## config.mk

```make
export PLATFORM = sky130hd
export DESIGN_NAME = radio_tx_packet_framer_top_flat
export DESIGN_NICKNAME = d
export VERILOG_FILES = /design/src/rtl/core/rtfr_pkg.sv /design/src/rtl/core/rtfr_if.sv /design/src/rtl/core/radio_tx_packet_framer_top.sv /design/src/rtl/core/rtfr_cfg_regs.sv /design/src/rtl/core/rtfr_core.sv /design/src/flat_wrapper.sv
export SDC_FILE = /design/constraint.sdc
export NUM_CORES = 1
export LEC_CHECK = 0
export ABC_AREA = 1
export BUFFER_PORTS_ARGS = -buffer_cell sky130_fd_sc_hd__buf_2
export CAP_MARGIN = 30
export CORE_MARGIN = 3
export CORE_UTILIZATION = 60
export DETAILED_ROUTE_END_ITERATION = 16
export PLACE_DENSITY = 0.92
export RECOVER_POWER = 100
export SYNTH_ARGS = -nofsm -noshare
export SYNTH_HDL_FRONTEND = slang
export SYNTH_HIERARCHICAL = 1
export SYNTH_SLANG_ARGS = --single-unit
export TNS_END_PERCENT = 5
```

## constraint.sdc

```tcl
create_clock -name i_clk -period 5.04 [get_ports i_clk]
set_clock_uncertainty 0.05 [all_clocks]
set_input_delay 0.504 -clock i_clk [delete_from_list [all_inputs] [get_ports i_clk]]
set_output_delay 0.504 -clock i_clk [all_outputs]
set_load 0.03 [all_outputs]
```

## src/rtl/core/rtfr_pkg.sv

```systemverilog
`timescale 1ns / 1ps
// ----------------------------------------------------------------------------
// rtfr_pkg
// Shared types, codes and helpers of the radio transmit packet framer.
// ----------------------------------------------------------------------------
package rtfr_pkg;

    localparam int CFG_IDX_W  = 3;
    localparam int CFG_DATA_W = 16;
    localparam int OFF_W      = 9;

    localparam logic [OFF_W-1:0] OFF_MAX = '1;

    localparam logic       OP_TICK  = 1'b0;
    localparam logic       OP_START = 1'b1;

    localparam logic [7:0] PREAMBLE_BYTE = 8'h55;

    localparam logic [1:0] ST_SENT      = 2'd0;
    localparam logic [1:0] ST_UNDERFLOW = 2'd1;
    localparam logic [1:0] ST_NONE      = 2'd2;

    localparam logic [2:0] ACT_NONE      = 3'd0;
    localparam logic [2:0] ACT_IDLE      = 3'd1;
    localparam logic [2:0] ACT_CALIBRATE = 3'd2;
    localparam logic [2:0] ACT_FSTXON    = 3'd3;
    localparam logic [2:0] ACT_RX        = 3'd4;
    localparam logic [2:0] ACT_RESTART   = 3'd5;

    localparam logic [1:0] LEN_FIXED    = 2'd0;
    localparam logic [1:0] LEN_VARIABLE = 2'd1;

    localparam logic [1:0] TXOFF_IDLE    = 2'd0;
    localparam logic [1:0] TXOFF_FSTXON  = 2'd1;
    localparam logic [1:0] TXOFF_RESTART = 2'd2;
    localparam logic [1:0] TXOFF_RX      = 2'd3;

    localparam logic [1:0] SYNC_NONE   = 2'd0;
    localparam logic [1:0] SYNC_DOUBLE = 2'd3;

    typedef enum logic [CFG_IDX_W-1:0] {
        REG_PREAMBLE_SELECT = 3'd0,
        REG_SYNC_MODE       = 3'd1,
        REG_SYNC_WORD       = 3'd2,
        REG_LENGTH_MODE     = 3'd3,
        REG_PACKET_LENGTH   = 3'd4,
        REG_CHECKSUM_ENABLE = 3'd5,
        REG_TX_OFF_MODE     = 3'd6,
        REG_AUTOCAL_MODE    = 3'd7
    } t_reg_idx;

    typedef enum logic [4:0] {
        PH_PRE  = 5'b00001,
        PH_SYNC = 5'b00010,
        PH_DATA = 5'b00100,
        PH_SUM  = 5'b01000,
        PH_DONE = 5'b10000
    } t_phase;

    typedef struct packed {
        logic [2:0]  preamble_select;
        logic [2:0]  sync_mode;
        logic [15:0] sync_word;
        logic [1:0]  length_mode;
        logic [7:0]  packet_length;
        logic        checksum_enable;
        logic [1:0]  tx_off_mode;
        logic [1:0]  autocal_mode;
    } t_cfg;

    typedef struct packed {
        logic       opcode;
        logic       fifo_has_byte;
        logic [7:0] fifo_byte;
    } t_item;

    typedef struct packed {
        logic [7:0] out_byte;
        logic [1:0] status;
        logic       fifo_pop;
        logic       packet_end;
        logic [2:0] end_action;
    } t_result;

    function automatic logic [4:0] pre_count(input logic [2:0] sel);
        case (sel)
            3'd0:    pre_count = 5'd2;
            3'd1:    pre_count = 5'd3;
            3'd2:    pre_count = 5'd4;
            3'd3:    pre_count = 5'd6;
            3'd4:    pre_count = 5'd8;
            3'd5:    pre_count = 5'd12;
            3'd6:    pre_count = 5'd16;
            default: pre_count = 5'd24;
        endcase
    endfunction

    function automatic logic [OFF_W-1:0] off_inc(input logic [OFF_W-1:0] v);
        off_inc = (v == OFF_MAX) ? OFF_MAX : v + 1'b1;
    endfunction

endpackage

```

## src/rtl/core/rtfr_if.sv

```systemverilog
`timescale 1ns / 1ps
// ----------------------------------------------------------------------------
// rtfr_if
// Valid/ready channels of the framer: request items in, result items out.
// ----------------------------------------------------------------------------
interface rtfr_req_if;
    logic       valid;
    logic       ready;
    logic       opcode;
    logic       fifo_has_byte;
    logic [7:0] fifo_byte;

    modport source (output valid, opcode, fifo_has_byte, fifo_byte, input ready);
    modport sink   (input valid, opcode, fifo_has_byte, fifo_byte, output ready);
endinterface

interface rtfr_rsp_if;
    logic       valid;
    logic       ready;
    logic [7:0] out_byte;
    logic [1:0] status;
    logic       fifo_pop;
    logic       packet_end;
    logic [2:0] end_action;

    modport source (output valid, out_byte, status, fifo_pop, packet_end, end_action,
                    input ready);
    modport sink   (input valid, out_byte, status, fifo_pop, packet_end, end_action,
                    output ready);
endinterface

```

## src/rtl/core/radio_tx_packet_framer_top.sv

```systemverilog
`timescale 1ns / 1ps
// ----------------------------------------------------------------------------
// radio_tx_packet_framer_top
// Transmit framer of a packet radio: preamble, sync word, payload, byte sum.
// ----------------------------------------------------------------------------
// usage
//   i_req carries one request per byte time: a start (opcode 1) or a tick
//   (opcode 0) together with the head of the transmit fifo. o_rsp returns
//   exactly one result per request: the byte sent, a status, whether the
//   fifo head was consumed, and the end action when the packet closes.
//   configuration registers are written on i_cfg_we with i_cfg_idx and
//   i_cfg_data while no request is in flight.
// timing
//   a request enters an input register, the framer step runs between that
//   register and the result register, which drives o_rsp; one request per
//   cycle is taken in steady state, while o_rsp.ready stays high.
// reset
//   synchronous active-low i_rst_n empties both registers, loads register
//   defaults and leaves the framer in the done phase.
// stall
//   while o_rsp.ready is low the result holds; one more request waits in
//   the input register, after which i_req.ready drops.
// ----------------------------------------------------------------------------
module radio_tx_packet_framer_top (
    input  logic                            i_clk,
    input  logic                            i_rst_n,
    rtfr_req_if.sink                        i_req,
    rtfr_rsp_if.source                      o_rsp,
    input  logic                            i_cfg_we,
    input  logic [rtfr_pkg::CFG_IDX_W-1:0]  i_cfg_idx,
    input  logic [rtfr_pkg::CFG_DATA_W-1:0] i_cfg_data
);

    rtfr_pkg::t_cfg    cfg;
    rtfr_pkg::t_result step_res;

    logic              r_in_valid;
    rtfr_pkg::t_item   r_in_item;
    logic              r_out_valid;
    rtfr_pkg::t_result r_out_res;
    logic              advance;

    assign advance     = r_in_valid && (!r_out_valid || o_rsp.ready);
    assign i_req.ready = !r_in_valid || advance;

    rtfr_cfg_regs u_cfg (
        .i_clk   (i_clk),
        .i_rst_n (i_rst_n),
        .i_we    (i_cfg_we),
        .i_idx   (i_cfg_idx),
        .i_data  (i_cfg_data),
        .o_cfg   (cfg)
    );

    rtfr_core u_core (
        .i_clk    (i_clk),
        .i_rst_n  (i_rst_n),
        .i_fire   (advance),
        .i_item   (r_in_item),
        .i_cfg    (cfg),
        .o_result (step_res)
    );

    always_ff @(posedge i_clk) begin
        if (!i_rst_n) begin
            r_in_valid <= 1'b0;
        end else if (i_req.ready) begin
            r_in_valid <= i_req.valid;
        end
    end

    always_ff @(posedge i_clk) begin
        if (i_req.ready && i_req.valid) begin
            r_in_item.opcode        <= i_req.opcode;
            r_in_item.fifo_has_byte <= i_req.fifo_has_byte;
            r_in_item.fifo_byte     <= i_req.fifo_byte;
        end
    end

    always_ff @(posedge i_clk) begin
        if (!i_rst_n) begin
            r_out_valid <= 1'b0;
        end else if (!r_out_valid || o_rsp.ready) begin
            r_out_valid <= r_in_valid;
        end
    end

    always_ff @(posedge i_clk) begin
        if (advance) begin
            r_out_res <= step_res;
        end
    end

    assign o_rsp.valid      = r_out_valid;
    assign o_rsp.out_byte   = r_out_res.out_byte;
    assign o_rsp.status     = r_out_res.status;
    assign o_rsp.fifo_pop   = r_out_res.fifo_pop;
    assign o_rsp.packet_end = r_out_res.packet_end;
    assign o_rsp.end_action = r_out_res.end_action;

    // a waiting request is neither dropped nor overwritten
    a_in_hold: assert property (@(posedge i_clk) disable iff (!i_rst_n)
        r_in_valid && !advance |=> r_in_valid && $stable(r_in_item))
        else $error("input register lost a waiting request");

    // end action only with packet end
    a_end_action: assert property (@(posedge i_clk) disable iff (!i_rst_n)
        o_rsp.valid |-> ((o_rsp.end_action != rtfr_pkg::ACT_NONE) == o_rsp.packet_end))
        else $error("end action without packet end");

    // a fifo pop always sends that byte
    a_pop_sent: assert property (@(posedge i_clk) disable iff (!i_rst_n)
        o_rsp.valid && o_rsp.fifo_pop |-> o_rsp.status == rtfr_pkg::ST_SENT)
        else $error("fifo pop without a sent byte");

    // no byte value when nothing is sent
    a_idle_zero: assert property (@(posedge i_clk) disable iff (!i_rst_n)
        o_rsp.valid && o_rsp.status != rtfr_pkg::ST_SENT |-> o_rsp.out_byte == 8'h00)
        else $error("byte value on a result with nothing sent");

endmodule

```

## src/rtl/core/rtfr_cfg_regs.sv

```systemverilog
`timescale 1ns / 1ps
// ----------------------------------------------------------------------------
// rtfr_cfg_regs
// Configuration register file, written through a plain write port.
// ----------------------------------------------------------------------------
module rtfr_cfg_regs (
    input  logic                            i_clk,
    input  logic                            i_rst_n,
    input  logic                            i_we,
    input  logic [rtfr_pkg::CFG_IDX_W-1:0]  i_idx,
    input  logic [rtfr_pkg::CFG_DATA_W-1:0] i_data,
    output rtfr_pkg::t_cfg                  o_cfg
);

    rtfr_pkg::t_cfg r_cfg;

    always_ff @(posedge i_clk) begin
        if (!i_rst_n) begin
            r_cfg.preamble_select <= 3'd2;
            r_cfg.sync_mode       <= 3'd2;
            r_cfg.sync_word       <= 16'hD9D1;
            r_cfg.length_mode     <= 2'd1;
            r_cfg.packet_length   <= 8'd255;
            r_cfg.checksum_enable <= 1'b1;
            r_cfg.tx_off_mode     <= 2'd0;
            r_cfg.autocal_mode    <= 2'd0;
        end else if (i_we) begin
            case (rtfr_pkg::t_reg_idx'(i_idx))
                rtfr_pkg::REG_PREAMBLE_SELECT: r_cfg.preamble_select <= i_data[2:0];
                rtfr_pkg::REG_SYNC_MODE:       r_cfg.sync_mode       <= i_data[2:0];
                rtfr_pkg::REG_SYNC_WORD:       r_cfg.sync_word       <= i_data[15:0];
                rtfr_pkg::REG_LENGTH_MODE:     r_cfg.length_mode     <= i_data[1:0];
                rtfr_pkg::REG_PACKET_LENGTH:   r_cfg.packet_length   <= i_data[7:0];
                rtfr_pkg::REG_CHECKSUM_ENABLE: r_cfg.checksum_enable <= i_data[0];
                rtfr_pkg::REG_TX_OFF_MODE:     r_cfg.tx_off_mode     <= i_data[1:0];
                rtfr_pkg::REG_AUTOCAL_MODE:    r_cfg.autocal_mode    <= i_data[1:0];
                default: ;
            endcase
        end
    end

    assign o_cfg = r_cfg;

endmodule

```

## src/rtl/core/rtfr_core.sv

```systemverilog
`timescale 1ns / 1ps
// ----------------------------------------------------------------------------
// rtfr_core
// Framer state and the per-item step: preamble, sync, data, checksum, end.
// ----------------------------------------------------------------------------
module rtfr_core (
    input  logic              i_clk,
    input  logic              i_rst_n,
    input  logic              i_fire,
    input  rtfr_pkg::t_item   i_item,
    input  rtfr_pkg::t_cfg    i_cfg,
    output rtfr_pkg::t_result o_result
);

    localparam int OW = rtfr_pkg::OFF_W;

    rtfr_pkg::t_phase r_phase, n_phase;
    logic [OW-1:0]    r_offset, n_offset;
    logic [OW-1:0]    r_flen, n_flen;
    logic [15:0]      r_sum, n_sum;
    logic             r_uf, n_uf;

    always_comb begin
        logic [OW-1:0] inc_off;
        logic [OW-1:0] flen;
        logic [OW-1:0] off_next;
        logic [1:0]    k;
        logic          dbl;
        logic          inf;
        logic          do_finish;

        n_phase   = r_phase;
        n_offset  = r_offset;
        n_flen    = r_flen;
        n_sum     = r_sum;
        n_uf      = r_uf;
        do_finish = 1'b0;
        inc_off   = rtfr_pkg::off_inc(r_offset);
        k         = r_offset[1:0];
        dbl       = (i_cfg.sync_mode[1:0] == rtfr_pkg::SYNC_DOUBLE);
        inf       = i_cfg.length_mode[1];
        flen      = r_flen;
        off_next  = r_offset;

        o_result.out_byte   = 8'h00;
        o_result.status     = rtfr_pkg::ST_SENT;
        o_result.fifo_pop   = 1'b0;
        o_result.packet_end = 1'b0;
        o_result.end_action = rtfr_pkg::ACT_NONE;

        if (i_item.opcode == rtfr_pkg::OP_START) begin
            n_phase         = rtfr_pkg::PH_PRE;
            n_offset        = '0;
            n_sum           = '0;
            n_uf            = 1'b0;
            o_result.status = rtfr_pkg::ST_NONE;
        end else if (r_uf) begin
            o_result.status = rtfr_pkg::ST_UNDERFLOW;
        end else begin
            case (r_phase)
                rtfr_pkg::PH_PRE: begin
                    o_result.out_byte = rtfr_pkg::PREAMBLE_BYTE;
                    n_offset          = inc_off;
                    if (inc_off >= {{(OW-5){1'b0}}, rtfr_pkg::pre_count(i_cfg.preamble_select)}
                        && i_item.fifo_has_byte) begin
                        n_phase  = (i_cfg.sync_mode[1:0] == rtfr_pkg::SYNC_NONE) ?
                                   rtfr_pkg::PH_DATA : rtfr_pkg::PH_SYNC;
                        n_offset = '0;
                    end
                end
                rtfr_pkg::PH_SYNC: begin
                    o_result.out_byte = k[0] ? i_cfg.sync_word[7:0] : i_cfg.sync_word[15:8];
                    if ((k == 2'd1 && !dbl) || k == 2'd3) begin
                        n_phase  = rtfr_pkg::PH_DATA;
                        n_offset = '0;
                    end else begin
                        n_offset = {{(OW-2){1'b0}}, k} + 1'b1;
                    end
                end
                rtfr_pkg::PH_DATA: begin
                    if (!i_item.fifo_has_byte) begin
                        n_uf            = 1'b1;
                        o_result.status = rtfr_pkg::ST_UNDERFLOW;
                    end else begin
                        if (i_cfg.length_mode == rtfr_pkg::LEN_FIXED) begin
                            flen = {{(OW-8){1'b0}}, i_cfg.packet_length};
                        end else if (i_cfg.length_mode == rtfr_pkg::LEN_VARIABLE
                                     && r_offset == '0) begin
                            flen = {{(OW-8){1'b0}}, i_item.fifo_byte} + 1'b1;
                        end
                        n_flen            = flen;
                        o_result.out_byte = i_item.fifo_byte;
                        o_result.fifo_pop = 1'b1;
                        off_next          = inf ? r_offset : inc_off;
                        n_offset          = off_next;
                        n_sum             = r_sum + {8'h00, i_item.fifo_byte};
                        if (!inf && off_next == flen) begin
                            if (i_cfg.checksum_enable) begin
                                n_phase  = rtfr_pkg::PH_SUM;
                                n_offset = '0;
                            end else begin
                                do_finish = 1'b1;
                            end
                        end
                    end
                end
                rtfr_pkg::PH_SUM: begin
                    if (r_offset == '0) begin
                        o_result.out_byte = r_sum[15:8];
                        n_offset          = {{(OW-1){1'b0}}, 1'b1};
                    end else begin
                        o_result.out_byte = r_sum[7:0];
                        do_finish         = 1'b1;
                    end
                end
                default: begin
                    o_result.status = rtfr_pkg::ST_NONE;
                end
            endcase
        end

        // packet close and end action
        if (do_finish) begin
            o_result.packet_end = 1'b1;
            n_phase             = rtfr_pkg::PH_DONE;
            n_offset            = '0;
            case (i_cfg.tx_off_mode)
                rtfr_pkg::TXOFF_IDLE: begin
                    o_result.end_action = i_cfg.autocal_mode[1] ?
                                          rtfr_pkg::ACT_CALIBRATE : rtfr_pkg::ACT_IDLE;
                end
                rtfr_pkg::TXOFF_FSTXON: begin
                    o_result.end_action = rtfr_pkg::ACT_FSTXON;
                end
                rtfr_pkg::TXOFF_RESTART: begin
                    o_result.end_action = rtfr_pkg::ACT_RESTART;
                    n_phase             = rtfr_pkg::PH_PRE;
                    n_sum               = '0;
                end
                default: begin
                    o_result.end_action = rtfr_pkg::ACT_RX;
                end
            endcase
        end
    end

    always_ff @(posedge i_clk) begin
        if (!i_rst_n) begin
            r_phase  <= rtfr_pkg::PH_DONE;
            r_offset <= '0;
            r_flen   <= '0;
            r_sum    <= '0;
            r_uf     <= 1'b0;
        end else if (i_fire) begin
            r_phase  <= n_phase;
            r_offset <= n_offset;
            r_flen   <= n_flen;
            r_sum    <= n_sum;
            r_uf     <= n_uf;
        end
    end

endmodule

```

## src/flat_wrapper.sv

```systemverilog
// flat-port wrapper written by rule: the top's interface ports become plain ports
module radio_tx_packet_framer_top_flat 
  (i_clk, i_rst_n, i_cfg_we, i_cfg_idx, i_cfg_data, i_req_valid, i_req_opcode, i_req_fifo_has_byte, i_req_fifo_byte, i_req_ready, o_rsp_valid, o_rsp_out_byte, o_rsp_status, o_rsp_fifo_pop, o_rsp_packet_end, o_rsp_end_action, o_rsp_ready);
  rtfr_req_if i_req_i ();
  rtfr_rsp_if o_rsp_i ();
  input  logic i_clk;
  input  logic i_rst_n;
  input  logic i_cfg_we;
  input  logic [rtfr_pkg::CFG_IDX_W-1:0] i_cfg_idx;
  input  logic [rtfr_pkg::CFG_DATA_W-1:0] i_cfg_data;
  input wire logic [$bits(i_req_i.valid)-1:0] i_req_valid;
  input wire logic [$bits(i_req_i.opcode)-1:0] i_req_opcode;
  input wire logic [$bits(i_req_i.fifo_has_byte)-1:0] i_req_fifo_has_byte;
  input wire logic [$bits(i_req_i.fifo_byte)-1:0] i_req_fifo_byte;
  output wire logic [$bits(i_req_i.ready)-1:0] i_req_ready;
  output wire logic [$bits(o_rsp_i.valid)-1:0] o_rsp_valid;
  output wire logic [$bits(o_rsp_i.out_byte)-1:0] o_rsp_out_byte;
  output wire logic [$bits(o_rsp_i.status)-1:0] o_rsp_status;
  output wire logic [$bits(o_rsp_i.fifo_pop)-1:0] o_rsp_fifo_pop;
  output wire logic [$bits(o_rsp_i.packet_end)-1:0] o_rsp_packet_end;
  output wire logic [$bits(o_rsp_i.end_action)-1:0] o_rsp_end_action;
  input wire logic [$bits(o_rsp_i.ready)-1:0] o_rsp_ready;
  assign i_req_i.valid = i_req_valid;
  assign i_req_i.opcode = i_req_opcode;
  assign i_req_i.fifo_has_byte = i_req_fifo_has_byte;
  assign i_req_i.fifo_byte = i_req_fifo_byte;
  assign i_req_ready = i_req_i.ready;
  assign o_rsp_valid = o_rsp_i.valid;
  assign o_rsp_out_byte = o_rsp_i.out_byte;
  assign o_rsp_status = o_rsp_i.status;
  assign o_rsp_fifo_pop = o_rsp_i.fifo_pop;
  assign o_rsp_packet_end = o_rsp_i.packet_end;
  assign o_rsp_end_action = o_rsp_i.end_action;
  assign o_rsp_i.ready = o_rsp_ready;
  radio_tx_packet_framer_top u_core (.i_clk(i_clk), .i_rst_n(i_rst_n), .i_req(i_req_i), .o_rsp(o_rsp_i), .i_cfg_we(i_cfg_we), .i_cfg_idx(i_cfg_idx), .i_cfg_data(i_cfg_data));
endmodule
```

After elaboration in Yosys (flattened, before gate mapping)

Index checks and enable logic that the tools add are counted.

Register bits after elaboration: 103
Input bits: 34
Output and inout port bits: 17
Logic and storage cells: 159

Reduce and logical (&&, ||, !) cells: 35
Bitwise gates (word level): 3
Magnitude comparators: 1
$add $sub $neg: 4
Multiplexer cells: 61
Equality and inequality tests: 32

Operators with widths:

| operator              | number |
|---|---|
| $mux W9               | 16 |
| $mux W16              | 6 |
| $mux W5               | 12 |
| $pmux W9 S4           | 1 |
| $pmux W5 S7           | 1 |
| $pmux W8 S4           | 1 |
| $mux W8               | 3 |
| $eq A3 B3 Y1 const B  | 7 |
| $add A16 B8 Y16       | 1 |
| $ne A4 B3 Y1 const B  | 4 |
| $reduce_and A2 Y1     | 8 |
| $pmux W5 S3           | 1 |
| $eq A3 B2 Y1 const B  | 4 |
| $mux W1               | 12 |
| $reduce_and A5 Y1     | 2 |
| $add A8 B1 Y9 const B | 1 |
| $add A9 B1 Y9 const B | 1 |
| $eq A9 B9 Y1          | 1 |
| $eq A9 B9 Y1 const B  | 1 |
| $ge A9 B5 Y1          | 1 |
| $logic_not A9 Y1      | 1 |
| $pmux W3 S3           | 1 |
| $ne A4 B2 Y1 const B  | 2 |
| $reduce_and A8 Y1     | 1 |
| other kinds (24)      | 47 |

Logic depth before layout (Yosys ltp)

Gate-level depths: netlist of run 1.

Depth after elaboration: 17
Gate-level depth with buffers: 22
Gate-level depth less buffers: 22

Cells and area by module

The synthesis of run 1 kept the hierarchy.

By module, submodules not included:

| module                     | sequential area each (sq um) | times used | area each (sq um) | cells each |
|---|---|---|---|---|
| rtfr_core                  | 800.8                        | 1          | 4181.5            | 685 |
| rtfr_cfg_regs              | 740.7                        | 1          | 1496.4            | 205 |
| radio_tx_packet_framer_top | 790.8                        | 1          | 845.8             | 38 |

Worst setup path before layout of run 1

No wires, ideal clock.

Path type: input -> register
From: input port o_rsp_ready
To: register u_core.u_core.r_phase[0]
Library setup time: 0.113 ns
Path slack: 2.119 ns
Data required time: 4.877 ns
Arrival time: 2.759 ns
Cell stages on the path: 11
Cells stage by stage: inv_1 a21oi_1 inv_1 nor2_1 inv_1 a311oi_1 nand2_2 inv_1 nand3_1 nand2_1 nor2_1

Longest elaborated chain between the ends: 3

Ends and longest elaborated chain:

| item                        | RTL line                         | source |
|---|---|---|
| from (decl)                 | flat_wrapper.sv:22               | `input wire logic [$bits(o_rsp_i.ready)-1:0] o_rsp_ready;` |
| $logic_or A1 B1 Y1          | radio_tx_packet_framer_top.sv:43 | `assign advance = r_in_valid && (!r_out_valid \|\| o_rsp.ready);` |
| $logic_and A1 B1 Y1         | radio_tx_packet_framer_top.sv:43 |  |
| named net u_core.advance    | radio_tx_packet_framer_top.sv:41 | `logic advance;` |
| $reduce_and A8 Y1 (no line) | --                               |  |
| to (signal assigned)        | rtfr_core.sv:149                 | `r_phase <= rtfr_pkg::PH_DONE;` |
| to (signal assigned)        | rtfr_core.sv:155                 | `r_phase <= n_phase;` |
| to (decl)                   | rtfr_core.sv:17                  | `rtfr_pkg::t_phase r_phase, n_phase;` |

The timed path passes the listed nets, and every way through them passes these cells.
A chain may end at the register's enable or synchronous reset.

Worst setup path after layout of run 1

From: register u_core.u_core.r_phase[0]
To: register u_core.u_core.r_flen[7]

Longest elaborated chain between the ends: 2

Ends and longest elaborated chain:

| item                        | RTL line         | source |
|---|---|---|
| $eq A5 B3 Y1                | rtfr_core.sv:60  | `case (r_phase)` |
| $reduce_and A5 Y1 (no line) | --               |  |
| to (signal assigned)        | rtfr_core.sv:157 | `r_flen <= n_flen;` |
| to (decl)                   | rtfr_core.sv:19  | `logic [OW-1:0] r_flen, n_flen;` |

Every way passes these cells.

==> results_dict.tcl, run 1 <==
set metrics [dict create \
    status "finished with violations" \
    violations "capacitance limit, slew limit" \
    gr-total-overflow 0 \
    die_width_um 110 \
    crit_path_max_fanout 18 \
    antenna_left 0 \
    min_path_type "in2reg" \
    cp-end-kind "flop" \
    via_count 6400 \
    cts_tree "done" \
    worst_ep_arrival_time_ns 4.32 \
    timing_worst_setup_path_type "reg2reg" \
    gp_routability_congestion 0.924 \
    crit_path_max_delay_family "simple AND/OR/NAND/NOR gates" \
    fp.dieArea_um2 12000 \
    post_cts_resized 0 \
    clockBufferDepth 2 \
    syn_std_cell_area_um2 6450 \
    core_area_um2 10400 \
    start_kind "flop" \
    cp_cell_sequence "nor2_1, nand2_1, nor3_2, inv_1, nor2_1, inv_1, nor2_1, inv_1, nor2_1, inv_1, nor2_4, o21ai_0, a21oi_1" \
    pin_count 51 \
    pwr_density_cell_nw_per_um2 247 \
    holdWs_ns 0.240 \
    avgRoutedWirePerCell_um 15.8 \
    synthesis.instances 918 \
    grt_antenna_before_repair 0 \
    max_ir_drop_vdd_uv 246 \
    critical-path-max-stage-delay_ns 0.59 \
    report.final.slew_viol_count 59 \
    drt-initial-drc-count 842 \
    grt_start_max_net_pins 59 \
    detailedRoute.firstPassIterationCount 8 \
    postLayoutSetupSlackWorst_ns 0.980 \
    final-hold-violation-count 0 \
    clkLatencyLatePin_ns 0.38 \
    required_time_reported_for_the_critical_path_endpoint_ns 5.30 \
    wl_mm 17.3 \
    fmaxAchievable_mhz 246 \
    detailed_place_hpwl_mm 12.9 \
    crit_buf_inv 4 \
    postLayoutCoreUtil 0.664 \
    final_nets 1013 \
    num-fill-cells 883 \
    relSlewSlack -0.698 \
    floorplan.initialDensity 0.622 \
    wire_length_of_the_first_global_routing_pass_mm 27.6 \
    leakagePower_nw 3.12 \
    worst_pin_slew_ns 2.55 \
    fin_setup_tns_ns 0 \
    die_height_um 110 \
    numClockSinks 102 \
    tritoncts_buffer_count 9 \
    groute.usage.overall 0.296 \
    drc 0 \
    finalCritPeriodShare 0.806 \
    clock_transition_at_path_regs_ns 0.11 \
    setup_viol_count_final 0 \
    cts-root-buf "clkbuf_8" \
    rows 37 \
    layout_min_cycle_time_ns 4.06 \
    placement.setup.worst_slack_ns 1.46 \
    diodes 0 \
    rsz_0062_raised_after_global_routing "false" \
    numPortBuffers 50 \
    final_layout_size_suffix_gt1_frac 0.133 \
    post_cts_buffers 0 \
    max_cap_violations 1 \
    vias_in_the_first_global_route 5563 \
    viasPerCell 5.82 \
    synth_warnings 6 \
    cts_max_level 3 \
    critical-path-slowest-cell "nor3_2" \
    syn-num-nets 973 \
    syn2layout_area_growth_pct 6.67 \
    avgSynthCellArea_um2 7.03 \
    cts.hold.buffers_added 0 \
]
-- through the flow --
step / total power, mW / instances / instance area (um2)
after floorplan: 1.10 / 918 / 6450
after global placement: 1.16 / 1083 / 6760
after detailed placement: 1.17 / 1083 / 6760
after CTS: 1.70 / 1099 / 6960
after global routing: 1.77 / 1099 / 6880
final: 1.70 / 1099 / 6880
-- layout by cell type, fill, tap and decap left out, types with 3 or more instances in the layout --
cell and instances:
a2111oi_0 4, a21oi_1 50, a31oi_1 8, buf_2 33, clkbuf_1 20, clkbuf_8 9, dfxtp_1 77, edfxtp_1 25
ha_1 20, inv_1 102, inv_2 11, mux2_2 4, nand2_1 232, nand2_2 19, nand2_4 4, nand3_1 118
nand3_2 6, nand4_1 8, nor2_1 92, nor2_2 7, nor2_4 11, nor3_1 7, o211ai_1 6, o21ai_0 37
o21ai_1 3, o21bai_1 3, or2_2 9, xor2_1 8
-- sequential cells by signal, summed over array words and instances (netlist names), 2 cells and up --
signal and flops:
u_core/o_rsp.end_action 3, u_core/o_rsp.out_byte 8, u_core/o_rsp.status 2, u_core/r_in_item 10, u_core/u_cfg/o_cfg 35, u_core/u_core/r_flen 9
u_core/u_core/r_offset 9, u_core/u_core/r_phase 5, u_core/u_core/r_sum 16
-- layer usage --
| metal | up-vias | routed length [um] | GRT usage |
|---|---|---|---|
| li1 | 3087 | - | - |
| met1 | 2906 | 7530 | 0.415 |
| met2 | 357 | 7820 | 0.465 |
| met3 | 50 | 1550 | 0.0517 |
| met4 | 0 | 427 | 0.0953 |
| met5 | - | 0 | 0 |
-- area by class of cell --
type	instances	area [um2]	area share
timing repair buffer	52	236	0.0344
inverter	113	424	0.0616
clock buffer	10	128	0.0185
sequential	102	2290	0.333
multi-input combinational	680	3550	0.516
tap	136	170	0.0247
clock inverter	6	77.6	0.0113
-- power by group --
part / internal [mW] / switching [mW]
Clock: 0.239 / 0.303
Combinational: 0.0849 / 0.180
Sequential: 0.862 / 0.0280
Total: 1.19 / 0.511
-- worst paths after layout --
kind | from | end | slack (ns) | cells after the start
setup / recovery | u_core/u_core/r_phase[0] | u_core/u_core/r_flen[7] | 0.98 | 13
hold / removal | i_req_fifo_byte[3] | u_core/r_in_item[3] | 0.24 | 1
setup reg to reg | u_core/u_core/r_phase[0] | u_core/u_core/r_flen[7] | 0.98 | 13
hold reg to reg | u_core/u_cfg/o_cfg[11] | u_core/u_cfg/o_cfg[11] | 0.43 | 2
Power figures use the tool's default switching activity.
==> run 2: changes to the inputs <==
Clock period 5.04 ns to 4.1 ns, I/O delays scaled along.
==> results_dict.tcl, run 2 (same netlist as run 1, synthesis figures left out) <==
set metrics [dict create \
    status "finished with violations" \
    violations "capacitance limit, slew limit" \
    timing.reg2reg.worst_path_depth 18 \
    gp_routability_congestion 0.976 \
    post_cts_buffers 0 \
    wire_length_of_the_first_global_routing_pass_mm 28.4 \
    cp.depth 18 \
    clock_transition_at_path_regs_ns 0.12 \
    viasPerCell 5.86 \
    detailedRoute.firstPassIterationCount 6 \
    most-common-layout-cells "nand2_1 (232), nand3_1 (118), inv_1 (102)" \
    numClockSinks 102 \
    final_layout_size_suffix_gt1_frac 0.137 \
    cts-root-buf "clkbuf_8" \
    fmaxAchievable_mhz 263 \
    clkLatencyLatePin_ns 0.40 \
    worst_pin_slew_ns 2.45 \
    layout_min_cycle_time_ns 3.80 \
    die_width_um 110 \
    min_path_type "in2reg" \
    syn2layout_area_growth_pct 6.83 \
    post_cts_resized 0 \
    core_area_um2 10400 \
    cts.hold.buffers_added 0 \
    clockBufferDepth 2 \
    max_ir_drop_vdd_uv 335 \
    vias_in_the_first_global_route 5930 \
    groute.usage.overall 0.306 \
    numPortBuffers 50 \
    floorplan.initialDensity 0.622 \
    avgRoutedWirePerCell_um 16.2 \
    fin_area_um2 6890 \
    rows 37 \
    placedCellCount 1087 \
    fin_setup_tns_ns 0 \
    commonest_non_fill_non_tap_cell_in_the_layout "nand2_1" \
    cts_max_level 3 \
    start_kind "flop" \
    timing_worst_setup_path_type "reg2reg" \
    diodes 0 \
    drt-initial-drc-count 820 \
    finalCritPeriodShare 0.926 \
    pwr_density_cell_nw_per_um2 298 \
    pin_count 51 \
    wl_mm 17.9 \
    timing.hold.worst_path_depth 1 \
    postLayoutCoreUtil 0.665 \
    cp-end-kind "flop" \
    detailed_place_hpwl_mm 13.3 \
    crit_path_max_delay_family "simple AND/OR/NAND/NOR gates" \
    crit_buf_inv 2 \
    die_height_um 110 \
    worst_ep_arrival_time_ns 4.05 \
    report.final.slew_viol_count 58 \
    finalPower_mw 2.06 \
    drc 0 \
    via_count 6469 \
    rsz_0062_raised_after_global_routing "false" \
    grt_start_max_net_pins 58 \
    critical-path-slowest-cell "nor2_1" \
    max_cap_violations 1 \
    placed_area_um2 6790 \
    required_time_reported_for_the_critical_path_endpoint_ns 4.35 \
    setup_viol_count_final 0 \
    tritoncts_buffer_count 9 \
    fp.dieArea_um2 12000 \
    final_nets 1017 \
    gr-total-overflow 0 \
    final-hold-violation-count 0 \
    finalNonFillerCells 1103 \
    grt_antenna_before_repair 0 \
    leakagePower_nw 3.14 \
    critical-path-max-stage-delay_ns 0.58 \
    crit_path_max_fanout 14 \
    cts_tree "done" \
    antenna_left 0 \
    relSlewSlack -0.636 \
    cp_cell_sequence "inv_1, ha_1, nand3_1, nor2_1, nand3_1, nand3_1, nand3_1, nand2_1, nand2_1, nor2_4, nand4_1, nand2_1, nand2_1, nor2_1, inv_1, nor2_1, nand2_1, nand3_1" \
    max_ffs_per_register 35 \
]
[run 2: cell count changes in the layout (fill, tap and decap cells not counted), sizes merged]
cell,delta
buf,+3
inv,+1
clkinvlp,-1
bufinv,-1
clkinv,+2
[run 2: path summary, 6_finish.rpt]
check / from / to / slack, ns
setup / recovery: u_core/u_core/r_offset[0] / u_core/u_core/r_phase[4] / 0.30
hold reg to reg: u_core/r_in_valid / u_core/o_rsp.valid / 0.44
setup reg to reg: u_core/u_core/r_offset[0] / u_core/u_core/r_phase[4] / 0.30
hold / removal: i_req_fifo_byte[6] / u_core/r_in_item[6] / 0.12
[run 2: layout make-up]
type / count / area (um2)
flip-flops and latches: 102 / 2290
multi-input cells: 680 / 3550
clock buffers: 9 / 124
clock inverters: 7 / 65.1
well taps: 136 / 170
fillers: 899 / 3480
repair buffers: 56 / 265
inverters: 113 / 424
[run 2: where the power goes]
| part | internal (mW) | switching, mW |
|---|---|---|
| Clock | 0.237 | 0.400 |
| Sequential | 1.06 | 0.0305 |
| Combinational | 0.105 | 0.226 |
| Total | 1.40 | 0.656 |
[run 2: per-stage QoR]
step           worst slack (ns)  hold WS [ns]
2_1_floorplan              1.24         0.384
3_3_place_gp              0.854         0.397
3_5_place_dp              0.735         0.415
4_1_cts                   0.653         0.114
5_1_grt                   0.116         0.115
6_report                  0.303         0.121
[run 2: per-layer routing]
| layer | wire, um | track usage |
|---|---|---|
| met4 | 606 | 0.124 |
| met5 | 0 | 0 |
| met2 | 8340 | 0.500 |
| met1 | 7110 | 0.395 |
| met3 | 1800 | 0.0611 |
